## src/sv/wswf_pkg.sv

```systemverilog
// Shared types and constants for the wall sensor window filter.
// Holds the sample and result beat layouts and the register index codes.
// No dependencies; compile this file first.
package wswf_pkg;

	localparam int SAMPLE_W    = 10;
	localparam int SAMPLE_MAX  = 1023;
	localparam int CFG_INDEX_W = 2;
	localparam int CFG_DATA_W  = 10;

	localparam logic [CFG_INDEX_W-1:0] REG_WALL_THRESHOLD        = 2'd0;
	localparam logic [CFG_INDEX_W-1:0] REG_SIDE_CLOSE_THRESHOLD  = 2'd1;
	localparam logic [CFG_INDEX_W-1:0] REG_FRONT_CLOSE_THRESHOLD = 2'd2;

	localparam logic [SAMPLE_W-1:0] WALL_THRESHOLD_RESET        = 10'd300;
	localparam logic [SAMPLE_W-1:0] SIDE_CLOSE_THRESHOLD_RESET  = 10'd600;
	localparam logic [SAMPLE_W-1:0] FRONT_CLOSE_THRESHOLD_RESET = 10'd600;

	typedef logic [SAMPLE_W-1:0] sample_t;

	typedef struct packed {
		sample_t left_sample;
		sample_t right_sample;
		sample_t front_sample;
	} sample_item_t;

	typedef struct packed {
		sample_t left_mean;
		sample_t right_mean;
		sample_t front_mean;
		logic    left_wall;
		logic    right_wall;
		logic    front_wall;
		logic    left_close;
		logic    right_close;
		logic    front_close;
	} result_item_t;

endpackage

```

## src/sv/wswf_mean.sv

```systemverilog
// Registered truncated mean: sum / WINDOW_LENGTH by reciprocal multiply.
// Uses wswf_pkg for the sample width.
module wswf_mean import wswf_pkg::*; #(
	parameter int WINDOW_LENGTH = 8,
	parameter int SUM_W         = 13
) (
	input  logic             clk,
	input  logic             load,
	input  logic [SUM_W-1:0] sum,
	output sample_t          mean
);

	// With SHIFT = SUM_W + ceil(log2(WINDOW_LENGTH)) and the rounded-up
	// reciprocal, the top bits of the product give the exact floor quotient
	// for every sum that fits in SUM_W bits.
	localparam int          LOG_W     = $clog2(WINDOW_LENGTH);
	localparam int          SHIFT     = SUM_W + LOG_W;
	localparam int          RECIP_W   = SHIFT + 1;
	localparam longint      RECIP_INT = ((64'd1 << SHIFT) + WINDOW_LENGTH - 1) / WINDOW_LENGTH;
	localparam logic [RECIP_W-1:0] RECIP = RECIP_W'(RECIP_INT);
	localparam int          PROD_W    = SUM_W + RECIP_W;

	logic [PROD_W-1:0] product;
	sample_t           mean_s2;

	assign product = PROD_W'(sum) * PROD_W'(RECIP);

	always_ff @(posedge clk) begin
		if (load) mean_s2 <= product[SHIFT +: SAMPLE_W];
	end

	assign mean = mean_s2;

endmodule

```

## config.mk

```make
export PLATFORM = sky130hd
export DESIGN_NAME = wswf_mean
export DESIGN_NICKNAME = d
export VERILOG_FILES = /design/src/sv/wswf_pkg.sv /design/src/sv/wswf_mean.sv
export SDC_FILE = /design/constraint.sdc
export NUM_CORES = 1
export LEC_CHECK = 0
export BUFFER_PORTS_ARGS = -buffer_cell sky130_fd_sc_hd__buf_2
export CAP_MARGIN = 10
export CORE_AREA = 2 2 39 41
export DETAILED_ROUTE_END_ITERATION = 10
export DIE_AREA = 0 0 41 43
export GPL_ROUTABILITY_DRIVEN = 0
export PLACE_DENSITY = 0.49
export SYNTH_ARGS = -nofsm -noshare
export SYNTH_HDL_FRONTEND = slang
export SYNTH_SLANG_ARGS = --single-unit
```

## constraint.sdc

```tcl
create_clock -name clk -period 0.8 [get_ports clk]
set_input_delay 0.16 -clock clk [delete_from_list [all_inputs] [get_ports clk]]
set_output_delay 0.16 -clock clk [all_outputs]
set_load 0.1 [all_outputs]
```

==> reports/metrics.json <==
{
  "cells_and_area": {
    "final_nets": 51,
    "multi_input_cells": 0,
    "synthToLayoutAreaGrowth_pct": 99.2,
    "multiInputGateArea_um2": 0,
    "fin_cells": 50,
    "stdcell_area_um2": 598,
    "insertedDiodeCount": 0,
    "number_of_flip_flops_in_the_largest_register": 10,
    "drive_gt1_share_pct": 70.6
  },
  "yosys": {
    "netlist.top_cell.by_area": "edfxtp_1",
    "syn-cell-area_um2": 300,
    "cells_taking_the_most_area_after_synthesis": "edfxtp_1 100%",
    "async_reset_ff_share_pct": 0,
    "synth_enable_flop_cells": 10,
    "synth.yosys.warnings": 0,
    "syn_area_per_cell_um2": 30.0,
    "post-synth-top-count-cell": "edfxtp_1",
    "net_count_after_synthesis": 25,
    "synth.lib_cells_used.distinct": 1,
    "synthTopCellsByCount": "10 x edfxtp_1",
    "synthesis_stage_register_bit_count": 10,
    "post_synth_top_area_share_pct": 100,
    "synth.yosys.seq_area_share_pct": 100,
    "dominantRegCellSynth": "edfxtp_1",
    "syn_inst": 10
  },
  "global_route": {
    "number_of_antenna_violations_at_the_first_check_in_global_routing": 0,
    "track_usage_pct": 7.54,
    "first_pass_grt_wire_length_um": 800,
    "grt_pass1_vias": 192,
    "maximum_number_of_pins_on_one_net_before_global_route_repair": 11,
    "total_global_routing_overflow": 0
  },
  "timing": {
    "period_minus_slack_ns": 1.02,
    "rsz0062_at_grt": "true",
    "fmaxAchievable_ghz": 0.976,
    "timing.final.crit_share_pct": 128,
    "fin_tns_setup_ns": -2.16,
    "worst_slew_margin_rel_pct": 85.3,
    "hold_viol_final": 0,
    "whs_ns": 0.0736,
    "final_critical_path_setup_slack_ns": -0.224,
    "tightest_slew_ns": 0.221,
    "final-max-slew-violation-count": 0,
    "setup_viol_count_final": 10
  },
  "place": {
    "buffer_ports.inserted": 21,
    "dpl_cell_area_um2": 576,
    "dp_worst_setup_slack_ns": 0.0502,
    "place_inst": 47
  },
  "critical_path": {
    "worst-path-max-fanout": 1,
    "cpMaxStageDelayCell": "edfxtp_1",
    "critical_path_arrival_ns": 0.86,
    "cp_top_family": "flip-flops",
    "crit_path_cell_trace": "buf_12",
    "required_ns": 0.64,
    "critical_path_class": "reg2out",
    "worst_path_largest_cell_delay_ns": 0.42,
    "critical_path.startpoint_type": "flip-flop",
    "endpoint_kind": "output port",
    "critical_path.n_buffers_inverters": 1
  },
  "clock_tree": {
    "cts_buffers": 3,
    "post-cts-setup-buffer-count": 0,
    "cts.root.buffer_cell": "clkbuf_4",
    "worst_path_clk_slew_ns": 0.06,
    "max-clock-path-buffers": 2,
    "cts_tree": "yes",
    "cts_sinks": 10,
    "post_cts_resize_count": 0,
    "htree_num_levels": 1
  },
  "die": {
    "initial_util_pct": 21.7,
    "die_x_um": 41,
    "fp.coreArea_um2": 1380,
    "floorplan.die_area_um2": 1760,
    "top_level_ports": 25,
    "num_rows": 14,
    "die_height_um": 43
  },
  "power_and_ir_drop": {
    "vdd_drop_max_mv": 0.894,
    "cellPowerDensity_nw_per_um2": 2460,
    "static-leakage-power_nw": 0.249
  },
  "route": {
    "antenna_left": 0,
    "viasPerCell": 3.58,
    "drt_pre_antenna_iters": 2,
    "number_of_drc_violations_after_detailed_routing_iteration_0": 8,
    "routed_wl_um": 502,
    "wire_per_inst_um": 10.0,
    "detail_route.drc_violations": 0,
    "dr_total_vias": 179
  },
  "status": {
    "run_status": "finished, violations left",
    "failed_checks": "negative setup slack"
  },
  "job": {
    "maxCapViolCount": 0
  },
  "min_path": {
    "min-delay-path-class": "in2reg"
  }
}
==> power breakdown <==
| part | internal [mW] | switching (mW) |
|---|---|---|
| clock | 0.173 | 0.154 |
| combinational | 0.166 | 0.321 |
| sequential | 0.625 | 0.0315 |
| total | 0.965 | 0.507 |
==> logic make-up (layout without fill, tap and decap cells) <==
| family | count (synthesis) | count (layout) | synth area share (%) |
|---|---|---|---|
| DFF | 10 | 10 | 100 |
| buffers and inverters | 0 | 24 | 0 |
==> layout by cell type, fill, tap and decap left out, drive strengths merged <==
| master | count |
|---|---|
| edfxtp | 10 |
| clkbuf | 3 |
| buf | 21 |
==> per-layer routing <==
layer | wire, µm | vias up | track usage (%)
met5 | 0 | - | 0
met4 | 0 | 0 | 4.00
met3 | 88 | 0 | 7.33
met2 | 221 | 17 | 9.38
met1 | 192 | 74 | 8.11
li1 | - | 88 | -
==> layout make-up <==
type	count	area (µm²)
Fill cell	122	786
Sequential cell	10	300
Timing Repair Buffer	21	255
Clock buffer	3	22.5
Tap cell	16	20.0
==> per-stage QoR <==
stage | utilization [%] | power (mW)
global route | 43.2 | 1.52
floorplan | - | 0.942
CTS | 43.2 | 1.49
finish | 43.2 | 1.47
global placement | 41.6 | 1.16
detailed placement | 41.6 | 1.16
==> repair_timing <==
| item | CTS | global route |
|---|---|---|
| hold buffers | 0 | 0 |
| gates cloned | 0 | 0 |
| endpoints found under the setup margin | 10 | 10 |
| endpoints found under the hold margin | 0 | 0 |
==> worst paths after layout <==
check | start | endpoint | slack (ns) | cells past startpoint
worst max-delay path | mean[6] | mean[6] | -0.22 | 1
worst min-delay path | sum[10] | mean[7] | 0.07 | 1
(Power assumes the default switching activity.)
