**src/sv/wswf_pkg.sv**
```systemverilog
// Shared types and constants for the wall sensor window filter.
// Holds the sample and result beat layouts and the register index codes.
// No dependencies; compile this file first.
package wswf_pkg;

	localparam int SAMPLE_W    = 10;
	localparam int SAMPLE_MAX  = 1023;
	localparam int CFG_INDEX_W = 2;
	localparam int CFG_DATA_W  = 10;

	localparam logic [CFG_INDEX_W-1:0] REG_WALL_THRESHOLD        = 2'd0;
	localparam logic [CFG_INDEX_W-1:0] REG_SIDE_CLOSE_THRESHOLD  = 2'd1;
	localparam logic [CFG_INDEX_W-1:0] REG_FRONT_CLOSE_THRESHOLD = 2'd2;

	localparam logic [SAMPLE_W-1:0] WALL_THRESHOLD_RESET        = 10'd300;
	localparam logic [SAMPLE_W-1:0] SIDE_CLOSE_THRESHOLD_RESET  = 10'd600;
	localparam logic [SAMPLE_W-1:0] FRONT_CLOSE_THRESHOLD_RESET = 10'd600;

	typedef logic [SAMPLE_W-1:0] sample_t;

	typedef struct packed {
		sample_t left_sample;
		sample_t right_sample;
		sample_t front_sample;
	} sample_item_t;

	typedef struct packed {
		sample_t left_mean;
		sample_t right_mean;
		sample_t front_mean;
		logic    left_wall;
		logic    right_wall;
		logic    front_wall;
		logic    left_close;
		logic    right_close;
		logic    front_close;
	} result_item_t;

endpackage

```
**src/sv/wswf_window.sv**
```systemverilog
// One sensor channel: a shift line of the last WINDOW_LENGTH samples and
// their running sum. Uses wswf_pkg for the sample width.
module wswf_window import wswf_pkg::*; #(
	parameter int WINDOW_LENGTH = 8,
	parameter int SUM_W         = 13
) (
	input  logic             clk,
	input  logic             arst_n,
	input  logic             push,
	input  sample_t          sample,
	output logic [SUM_W-1:0] sum
);

	sample_t          taps_q [WINDOW_LENGTH];
	logic [SUM_W-1:0] sum_q;

	// The oldest sample falls off the end of the line as the new one enters,
	// so the sum never goes below zero.
	always_ff @(posedge clk or negedge arst_n) begin
		if (!arst_n) begin
			for (int i = 0; i < WINDOW_LENGTH; i++) taps_q[i] <= '0;
			sum_q <= '0;
		end else if (push) begin
			taps_q[0] <= sample;
			for (int i = 1; i < WINDOW_LENGTH; i++) taps_q[i] <= taps_q[i-1];
			sum_q <= sum_q - SUM_W'(taps_q[WINDOW_LENGTH-1]) + SUM_W'(sample);
		end
	end

	assign sum = sum_q;

endmodule

```
**config.mk**
```make
export PLATFORM = sky130hd
export DESIGN_NAME = wswf_window
export DESIGN_NICKNAME = d
export VERILOG_FILES = /design/src/sv/wswf_pkg.sv /design/src/sv/wswf_window.sv
export SDC_FILE = /design/constraint.sdc
export NUM_CORES = 1
export LEC_CHECK = 0
export BUFFER_PORTS_ARGS = -buffer_cell sky130_fd_sc_hd__buf_2
export CAP_MARGIN = 15
export CORE_MARGIN = 5
export CORE_UTILIZATION = 60
export DETAILED_ROUTE_END_ITERATION = 7
export GPL_ROUTABILITY_DRIVEN = 0
export GPL_TIMING_DRIVEN = 0
export PLACE_DENSITY_LB_ADDON = 0.25
export SETUP_SLACK_MARGIN = 0.5
export SLEW_MARGIN = 5
export SYNTH_ARGS = -nofsm -noshare
export SYNTH_HDL_FRONTEND = slang
export SYNTH_SLANG_ARGS = --single-unit
```
**constraint.sdc**
```tcl
create_clock -name clk -period 3.05 [get_ports clk]
set_input_delay 0.1525 -clock clk [delete_from_list [all_inputs] [get_ports clk]]
set_output_delay 0.1525 -clock clk [all_outputs]
set_load 0.03 [all_outputs]
```
==> impl_results.md, run 1 <==
* Status: complete, no violations
* Slew of the pin with the lowest slew margin at between 600 and 700 ps
* Root Buffer: clkbuf_8
* CORE AREA at between 7000 and 8000 um2
* Cells taking the most area after synthesis: dfrtp_1 54%, mux2_2 21%, fa_1 4.6%
* DR vias/cell at approximately 5.3
* P_leak at 2.25 nW
* GRT Total Usage at ~18%
* CP startpoint kind: flop
* Worst r2r src: sum[0]$_DFFE_PN0P_
* Global-route wire length before repair at 12400 um
* Overall Power at ~0.0053 W
* Mapped Area at 4340 um2
* Max rail drop VDD at ~0.00038 V
* Post-synth top cells: 93 x dfrtp_1, 80 x mux2_2, 43 x inv_1
* Layout filler cell count at 537
* Syn_nets at between 300 and 400
* Yosys warns at 0
* Grt total ovfl at 0
* Largest net degree at the start of global routing at between 70 and 80
* Critical path arrival at around 2700 ps
* Htree depth at 3
* Clock share of power at around 14%
* Layout net count at 411
* Die area at between 9000 and 10000 um2
* Hold Crit Class: in2reg
* Clock Skew at around 9.9 ps
* TritonCTS Buffers at 9
* Antenna cells at 0
* RSZ-0062 raised after global routing: no
* Port buffer count at 24
* EDFF count, synth at 0
* Pint at between 0.003 and 0.004 W
* Sw Pwr at between 0.002 and 0.0025 W
* I/O Pins at 26
* Hpwl dp at about 5300 um
* WL final at roughly 7200 um
* Layout cells sized above 1 at a little under two fifths
* Hold_sp: sample[1]
* Synth area leader: dfrtp_1
* Async SR Flop Fraction at 100%
* Minimum clock period at ~2500 ps
* Die Y at roughly 95 um
* Post-route setup TNS at 0 ps
* Syn Area/Cell at ~13 um2
* Max Root-Sink Buffers at 2
* Critical Path End Type: flop
* First DRT Iteration DRCs at between 70 and 80
* Critical path origin: sum[0]$_DFFE_PN0P_
* Synthesis-stage register bit count at 93
* Post-synth top flop: dfrtp_1
* Clock sinks at 93
* Wirelength per Cell at 14.9 um
* Vias at 2523
* Relative slew slack at approximately 59%
* Vias in the first global route at between 2000 and 3000
* CP required at between 3000 and 4000 ps
* Switch share at roughly 40%
* PwrDens at about 1100 nW/um2
* Cell with the most instances after synthesis: dfrtp_1
* Logic pwr share at between 50% and 60%
* DRC Markers at 0
* Worst skew pair latency at roughly 350 ps
* Fmax at between 400 and 500 MHz
* Yosys top cell area share at a little over half
* Layout area overhead at 12.1%
* Fin crit share at about four fifths
* Antenna Nets Post-Route at 0
* Antenna violations before repair at 0
* DRT Pass-1 Iters at 4
* Starting Density at 60.8%
* CP Max Fanout at 4
* CTS clock-pin slew for the worst setup and hold paths at around 90 ps
* Final hold vios at 0
* Critical path class: reg2reg
* Final setup fails at 0
* Num rows at 31
* Unique masters post-synth at 40
* Mapped Cells at around 340
* CTS tree: built
* Reg power frac at between 30% and 40%
* Die W at around 95 um
* Max cap viols at 0
* Seq/Total Area, Yosys at between 50% and 60%
* Slew Viols, Final at 0
critical path, cell delays in order (launching register included):
cell      delay, ps
dfrtp_1         360
inv_2            40
ha_1            280
inv_1            60
ha_2            160
inv_1            60
fa_2            390
nand2b_4        180
a211oi_4        240
or2_4           170
a211oi_1         50
a2111o_1        350
final timing paths:
path                            slack [ps]  cells past startpoint                endpoint
min in group asynchronous              240                      2  taps_q[21]$_DFFE_PN0P_
worst min-delay path                    50                      2  taps_q[71]$_DFFE_PN0P_
worst min register to register         510                      1  taps_q[43]$_DFFE_PN0P_
max in group asynchronous             2170                      3      sum[9]$_DFFE_PN0P_
worst max-delay path                   580                     11     sum[12]$_DFFE_PN0P_
worst max register to register         580                     11     sum[12]$_DFFE_PN0P_
power groups by stage:
| stage | clock (W) | combinational, W | sequential (W) |
|---|---|---|---|
| 4_1_cts | 0.000781 | 0.00259 | 0.00183 |
| 3_3_place_gp | 0 | 0.00241 | 0.00183 |
| 6_report | 0.000755 | 0.00271 | 0.00183 |
| 2_1_floorplan | 0 | 0.00183 | 0.00197 |
| 3_5_place_dp | 0 | 0.00252 | 0.00186 |
| 5_1_grt | 0.000843 | 0.00303 | 0.00188 |
layout make-up:
type / instances / area (um2) / share of cell area (%)
Buffer: 11 / 46.3 / 0.951
Clock buffer: 11 / 151 / 3.11
Clock inverter: 5 / 35.0 / 0.720
Inverter: 44 / 165 / 3.39
Multi-Input combinational cell: 189 / 1850 / 38.0
Sequential cell: 93 / 2330 / 47.9
Tap cell: 99 / 124 / 2.55
Timing Repair Buffer: 27 / 168 / 3.45
state kept, by name, summed over array words and instances, names as in the netlist:
register / count
taps_q: 80
sum: 13
cells by family (layout without fill, tap and decap cells):
family	Yosys count	count (layout)	synth area share (%)
muxes	85	85	21.9
and+or+nand+nor	41	41	4.70
DFF	93	93	53.6
xor gates and xnor gates	5	5	1.01
buffers and inverters	55	98	4.87
adders and majority gates	23	23	8.36
AOI/OAI and AO/OA	35	35	5.53
metal layers:
metal  up-vias  GRT usage (%)  routed length [um]
met1      1264           23.6                3330
met5         -              0                   0
met3         6           3.87                 155
met2        23           30.0                3590
li1       1230              -                   -
met4         0           6.85                  82
repair_timing:
item / in CTS / in global routing
buffers inserted: 0 / 1
hold buffers: 1 / 0
setup endpoints to repair: 1 / 4
hold endpoints to repair: 23 / 0
resized for setup: 4 / 8
cloned: 0 / 0
pin swaps: 3 / 4
placed cells by master, fill, tap and decap left out, drive strengths merged, types with 10 or more instances in the layout:
| cell type | netlist | final |
|---|---|---|
| nand2 | 16 | 16 |
| inv | 44 | 44 |
| clkbuf | 4 | 15 |
| a21oi | 11 | 11 |
| fa | 10 | 10 |
| dfrtp | 93 | 93 |
| ha | 13 | 13 |
| mux2 | 80 | 80 |
| buf | 7 | 33 |
metrics by stage:
step                      instances  hold slack [ps]  area (um2)  worst slack [ps]  util, %
after floorplan                 337             -143        4340               546        -
final                           479             46.9        4870               577     68.2
after detailed placement        461             75.3        4620               506     64.7
after global routing            479             30.9        4870               485     68.2
after CTS                       478             31.0        4830               510     67.6
after global placement          460              403        4590               536     64.3
No activity file was read; power rests on OpenSTA's default activity.
==> inputs of run 2 (changes only) <==
==> constraint.sdc (replaced) <==
create_clock -name clk -period 2.3 [get_ports clk]
set_input_delay 0.115 -clock clk [delete_from_list [all_inputs] [get_ports clk]]
set_output_delay 0.115 -clock clk [all_outputs]
set_load 0.03 [all_outputs]
==> impl_results.md, run 2 (same netlist as run 1, synthesis figures left out) <==
* Slew of the pin with the lowest slew margin at 637 ps (was 609 ps)
* WL final at 8130 um (was 7150 um)
* Die W at 95.1 um (unchanged)
* Root Buffer: clkbuf_8 (unchanged)
* DRT Pass-1 Iters at 4 (unchanged)
* Critical path origin: taps_q[1]$_DFFE_PN0P_ (was sum[0]$_DFFE_PN0P_)
* CORE AREA at 7140 um2 (unchanged)
* Num rows at 31 (unchanged)
* Slew Viols, Final at 0 (unchanged)
* PwrDens at 1610 nW/um2 (was 1090 nW/um2)
* Antenna violations before repair at 0 (unchanged)
* Wirelength per Cell at 16.5 um (was 14.9 um)
* First DRT Iteration DRCs at 69 (was 75)
* Met3 Resource Use GR at 2.92% (was 3.87%)
* Number of flip-flops under the largest register name at 80 (unchanged)
* CP Max Fanout at 4 (unchanged)
* Minimum clock period at 2360 ps (was 2470 ps)
* GRT Total Usage at 19.9% (was 18.1%)
* Hold Crit Class: in2reg (unchanged)
* Placed insts at 461 (unchanged)
* Critical-path cell list: fa_1 > inv_1 > ha_1 > a21oi_2 > nand4b_1 > buf_4 > a211oi_2 > o21ai_1 > o311ai_1 (was inv_2 > ha_1 > inv_1 > ha_2 > inv_1 > fa_2 > nand2b_4 > a211oi_4 > or2_4 > a211oi_1 > a2111o_1)
* Slowest-stage cell, CP: fa_1 (was fa_2)
* DR vias/cell at 5.37 (was 5.27)
* Final Non-Filler Cells at 493 (was 479)
* Max rail drop VDD at 0.000601 V (was 0.000381 V)
* Switch share at 39.4% (was 40.3%)
* Hpwl dp at 5640 um (was 5350 um)
* Fmax at 424 MHz (was 404 MHz)
* Most frequent cells in the layout: 83 x dfrtp_1, 80 x mux2_2, 36 x inv_1 (was 91 x dfrtp_1, 80 x mux2_2, 42 x inv_1)
* Max incr delay on CP at 560 ps (was 390 ps)
* Relative slew slack at 57.5% (was 59.4%)
* Critical Path Sink: sum[9]$_DFFE_PN0P_ (was sum[12]$_DFFE_PN0P_)
* Overall Power at 0.00841 W (was 0.00529 W)
* Layout area overhead at 20.2% (was 12.1%)
* Final hold vios at 0 (unchanged)
* Layout net count at 425 (was 411)
* Die area at 9040 um2 (unchanged)
* Critical path arrival at 2610 ps (was 2700 ps)
* CTS clock-pin slew for the worst setup and hold paths at 90 ps (about the same)
* CTS tree: built (unchanged)
* RSZ-0062 raised after global routing: yes (was no)
* Starting Density at 60.8% (unchanged)
* Clock share of power at 13.7% (was 14.3%)
* Worst r2r src: taps_q[1]$_DFFE_PN0P_ (was sum[0]$_DFFE_PN0P_)
* Die Y at 95.1 um (unchanged)
* M2 GR Usage at 33.9% (was 30.0%)
* Layout cells sized above 1 at 48.2% (was 36.8%)
* Sw Pwr at 0.00331 W (was 0.00213 W)
* Max cap viols at 0 (unchanged)
* Vias in the first global route at 2839 (was 2686)
* Commonest non-fill, non-tap cell in the layout: dfrtp_1 (unchanged)
* Reg power frac at 29.3% (was 34.5%)
* Reg2reg end: sum[9]$_DFFE_PN0P_ (was sum[12]$_DFFE_PN0P_)
* Clock sinks at 93 (unchanged)
* Reg with most FFs: taps_q (unchanged)
* Antenna Nets Post-Route at 0 (unchanged)
* TritonCTS Buffers at 9 (unchanged)
* DRC Markers at 0 (unchanged)
* Violated checks: negative setup slack
* Pint at 0.00510 W (was 0.00316 W)
* WP buf/inv at 2 (was 3)
* Vias at 2645 (was 2523)
* R2R Setup Slk at -60 ps (was 580 ps)
* Grt total ovfl at 0 (unchanged)
* Max Root-Sink Buffers at 2 (unchanged)
* Final WS setup at -60.6 ps (was 577 ps)
* Busiest grt layer: met2 (unchanged)
* Reg2Reg Depth at 9 (was 11)
* Delay-heaviest family, CP: adder cells (unchanged)
* Critical Path End Type: flop (unchanged)
* Global-route wire length before repair at 13700 um (was 12400 um)
* Antenna cells at 0 (unchanged)
* Crit path depth at 9 (was 11)
* Grt met1 use at 25.5% (was 23.6%)
* Worst skew pair latency at 350 ps (about the same)
* Status: finished with violations (was complete, no violations)
* Port buffer count at 24 (unchanged)
* Final setup fails at 4 (was 0)
* Logic pwr share at 57.0% (was 51.2%)
* I/O Pins at 26 (unchanged)
* Clock Skew at 7.98 ps (was 9.86 ps)
* Critical path class: reg2reg (unchanged)
* Htree depth at 3 (unchanged)
* Largest net degree at the start of global routing at 68 (was 71)
* CP startpoint kind: flop (unchanged)
* Fin crit share at 103% (was 81.1%)
* CP required at 2550 ps (was 3270 ps)
* P_leak at 2.34 nW (was 2.25 nW)
run 2: repair_timing:
item | CTS | global route
gates resized for setup | 15 | 12
cloned | 0 | 0
pin swaps | 7 | 16
hold buffers | 2 | 0
endpoints found under the hold margin | 27 | 0
setup endpoints to repair | 11 | 11
buffers inserted | 9 | 5
run 2: stage by stage:
step / setup WS, ps / instance area [um2] / TNS [ps] / util (%) / hold slack, ps
floorplan: -75.4 / 4480 / -114 / - / -181
global route: -167 / 5220 / -779 / 73.1 / 9.86
detailed placement: -116 / 4750 / -284 / 66.6 / 62.2
CTS: -107 / 5120 / -256 / 71.8 / 2.88
finish: -60.6 / 5220 / -183 / 73.1 / 21.9
global placement: -63.7 / 4720 / -155 / 66.1 / 367
run 2: metal layers:
| metal | wire length [um] | vias up |
|---|---|---|
| li1 | - | 1243 |
| met1 | 3570 | 1346 |
| met2 | 4130 | 40 |
| met3 | 218 | 16 |
| met4 | 215 | 0 |
| met5 | 0 | - |
run 2: how the worst min path moves through the flow:
| stage | from | end | depth (start not counted) |
|---|---|---|---|
| after detailed placement | arst_n | taps_q[70]$_DFFE_PN0P_ | 1 |
| after global placement | sample[8] | taps_q[78]$_DFFE_PN0P_ | 2 |
| after CTS | sample[9] | taps_q[79]$_DFFE_PN0P_ | 2 |
| final | sample[9] | taps_q[79]$_DFFE_PN0P_ | 2 |
| after global routing | sample[9] | taps_q[79]$_DFFE_PN0P_ | 2 |
| after floorplan | arst_n | sum[0]$_DFFE_PN0P_ | 0 |
run 2: final cells by class:
class / count / area [um2]
clock inverter: 4 / 55.1
multi-input combinational: 189 / 2040
buffer: 11 / 46.3
fill: 496 / 1920
tap: 99 / 124
inverter: 44 / 170
clock buffer: 12 / 165
sequential: 93 / 2340
timing repair buffer: 41 / 279
run 2: power by group through the flow:
stage	combinational (W)	clock, W	sequential (W)
after floorplan	0.00294	0	0.00264
after global placement	0.00377	0	0.00245
after detailed placement	0.00393	0	0.00249
after CTS	0.00439	0.00119	0.00246
after global routing	0.00525	0.00125	0.00252
final	0.00480	0.00116	0.00246
==> inputs of run 3 (changes only) <==
--- a/config.mk
+++ b/config.mk
@@ -6,7 +6,7 @@
 export NUM_CORES = 1
 export LEC_CHECK = 0
 export BUFFER_PORTS_ARGS = -buffer_cell sky130_fd_sc_hd__buf_2
-export CAP_MARGIN = 15
+export CAP_MARGIN = 20
 export CORE_MARGIN = 5
 export CORE_UTILIZATION = 60
 export DETAILED_ROUTE_END_ITERATION = 7
==> constraint.sdc (replaced) <==
create_clock -name clk -period 2.4 [get_ports clk]
set_input_delay 0.12 -clock clk [delete_from_list [all_inputs] [get_ports clk]]
set_output_delay 0.12 -clock clk [all_outputs]
set_load 0.03 [all_outputs]
==> impl_results.md, run 3 (same netlist as run 1, synthesis figures left out) <==
* Vias in the first global route at 2832 (was 2839)
* Worst skew pair latency at 360 ps (was 350 ps)
* Die Y at 95.1 um (unchanged)
* Most frequent cells in the layout: 83 x dfrtp_1, 80 x mux2_2, 33 x inv_1 (was 83 x dfrtp_1, 80 x mux2_2, 36 x inv_1)
* Grt total ovfl at 0 (unchanged)
* Critical path arrival at 2650 ps (was 2610 ps)
* Status: finished with violations (unchanged)
* Critical path class: reg2reg (unchanged)
* Multi-input logic area at 2050 um2 (was 2040 um2)
* DR vias/cell at 5.41 (was 5.37)
* RSZ-0062 raised after global routing: yes (unchanged)
* Reg area at 2340 um2 (unchanged)
* CP startpoint kind: flop (unchanged)
* Clock Skew at 14.9 ps (was 7.98 ps)
* Final Non-Filler Cells at 490 (was 493)
* CORE AREA at 7140 um2 (unchanged)
* Antenna Nets Post-Route at 0 (unchanged)
* CP required at 2650 ps (was 2550 ps)
* Layout cells sized above 1 at 48.6% (was 48.2%)
* Post-route setup TNS at -0.924 ps (was -183 ps)
* Wirelength per Cell at 16.7 um (was 16.5 um)
* DRT Pass-1 Iters at 4 (unchanged)
* Layout area overhead at 19.7% (was 20.2%)
* Fmax at 417 MHz (was 424 MHz)
* Htree depth at 3 (unchanged)
* Starting Density at 60.8% (unchanged)
* Critical Path End Type: flop (unchanged)
* Final Core Density at 72.8% (was 73.1%)
* PwrDens at 1550 nW/um2 (was 1610 nW/um2)
* Final hold vios at 0 (unchanged)
* Num rows at 31 (unchanged)
* WHS at 16.4 ps (was 21.9 ps)
* TritonCTS Buffers at 9 (unchanged)
* Overall Power at 0.00807 W (was 0.00841 W)
* Violated checks: negative setup slack (unchanged)
* Max Root-Sink Buffers at 2 (unchanged)
* Layout filler cell count at 502 (was 496)
* Final setup fails at 1 (was 4)
* Hpwl dp at 5600 um (was 5640 um)
* Slew Viols, Final at 0 (unchanged)
* GRT Total Usage at 20.3% (was 19.9%)
* Reg with most FFs: taps_q (unchanged)
* WL final at 8160 um (was 8130 um)
* Relative slew slack at 58.3% (was 57.5%)
* First DRT Iteration DRCs at 81 (was 69)
* CTS tree: built (unchanged)
* Die area at 9040 um2 (unchanged)
* Port buffer count at 24 (unchanged)
* Placed insts at 461 (unchanged)
* Largest net degree at the start of global routing at 62 (was 68)
* Antenna cells at 0 (unchanged)
* Final WS setup at -0.924 ps (was -60.6 ps)
* Global-route wire length before repair at 13900 um (was 13700 um)
* Vias at 2653 (was 2645)
* Clock sinks at 93 (unchanged)
* Minimum clock period at 2400 ps (was 2360 ps)
* Antenna violations before repair at 0 (unchanged)
* Die W at 95.1 um (unchanged)
* Commonest non-fill, non-tap cell in the layout: dfrtp_1 (unchanged)
* Number of flip-flops under the largest register name at 80 (unchanged)
* Max cap viols at 0 (unchanged)
* Max rail drop VDD at 0.000575 V (was 0.000601 V)
* Slew of the pin with the lowest slew margin at 626 ps (was 637 ps)
* Fin crit share at 100% (was 103%)
* Root Buffer: clkbuf_8 (unchanged)
* P_leak at 2.31 nW (was 2.34 nW)
* CP Max Fanout at 2 (was 4)
* I/O Pins at 26 (unchanged)
* CTS clock-pin slew for the worst setup and hold paths at 90 ps (about the same)
* Hold Crit Class: in2reg (unchanged)
* DRC Markers at 0 (unchanged)
* Layout net count at 422 (was 425)
## run 3: cell type report
class                           count  area share [%]
Sequential cell                    93            45.0
Tap cell                           99            2.38
Clock buffer                       10            2.46
Buffer                             11           0.891
Multi-Input combinational cell    189            39.5
Clock inverter                      6            1.35
Timing Repair Buffer               38            5.13
Inverter                           44            3.23
## run 3: repair_timing
item                                    in CTS  in global routing
hold buffers                                 3                  0
pin swaps                                   14                 10
endpoints found under the setup margin      10                 11
hold endpoints to repair                    34                  0
setup buffers                                8                  2
gates resized for setup                     16                 18
## run 3: path summary, 6_finish.rpt
path                            depth (start not counted)                    from  slack [ps]                     end
worst max-delay path                                    8      sum[1]$_DFFE_PN0P_        -0.9     sum[12]$_DFFE_PN0P_
min in group asynchronous                               2                  arst_n         260  taps_q[70]$_DFFE_PN0P_
max in group asynchronous                               3                  arst_n        1480      sum[8]$_DFFE_PN0P_
worst min-delay path                                    2               sample[8]          20  taps_q[78]$_DFFE_PN0P_
worst max register to register                          8      sum[1]$_DFFE_PN0P_        -0.9     sum[12]$_DFFE_PN0P_
worst min register to register                          1  taps_q[79]$_DFFE_PN0P_         500  taps_q[69]$_DFFE_PN0P_
## run 3: critical path: stages, from the launching register on
cell      delay, ps
dfrtp_2         420
inv_2            60
fa_2            470
fa_2            380
nand2b_4        170
a211oi_4        250
or2_4           180
a211oi_2         40
a2111o_1        330
## run 3: power by group
part           internal, W  switching [W]
Combinational      0.00224        0.00241
Sequential         0.00207       0.000287
Clock             0.000489       0.000571
Total              0.00480        0.00327
## run 3: metrics by stage
stage | setup slack (ps) | cell area (um2)
after detailed placement | -54.8 | 4750
after floorplan | 24.6 | 4480
final | -0.924 | 5200
after global routing | -74.1 | 5200
after global placement | 38.5 | 4720
after CTS | 9.12 | 5120
## run 3: metal layers
metal  wire length [um]  track usage [%]  vias up  part of all wire, %
met5                  0                0        -                    0
met4                127             7.69        0                  1.6
met3                211             4.10       13                  2.6
met2               4110             33.7       35                   50
met1               3710             26.6     1363                   46
li1                   -                -     1242                    -
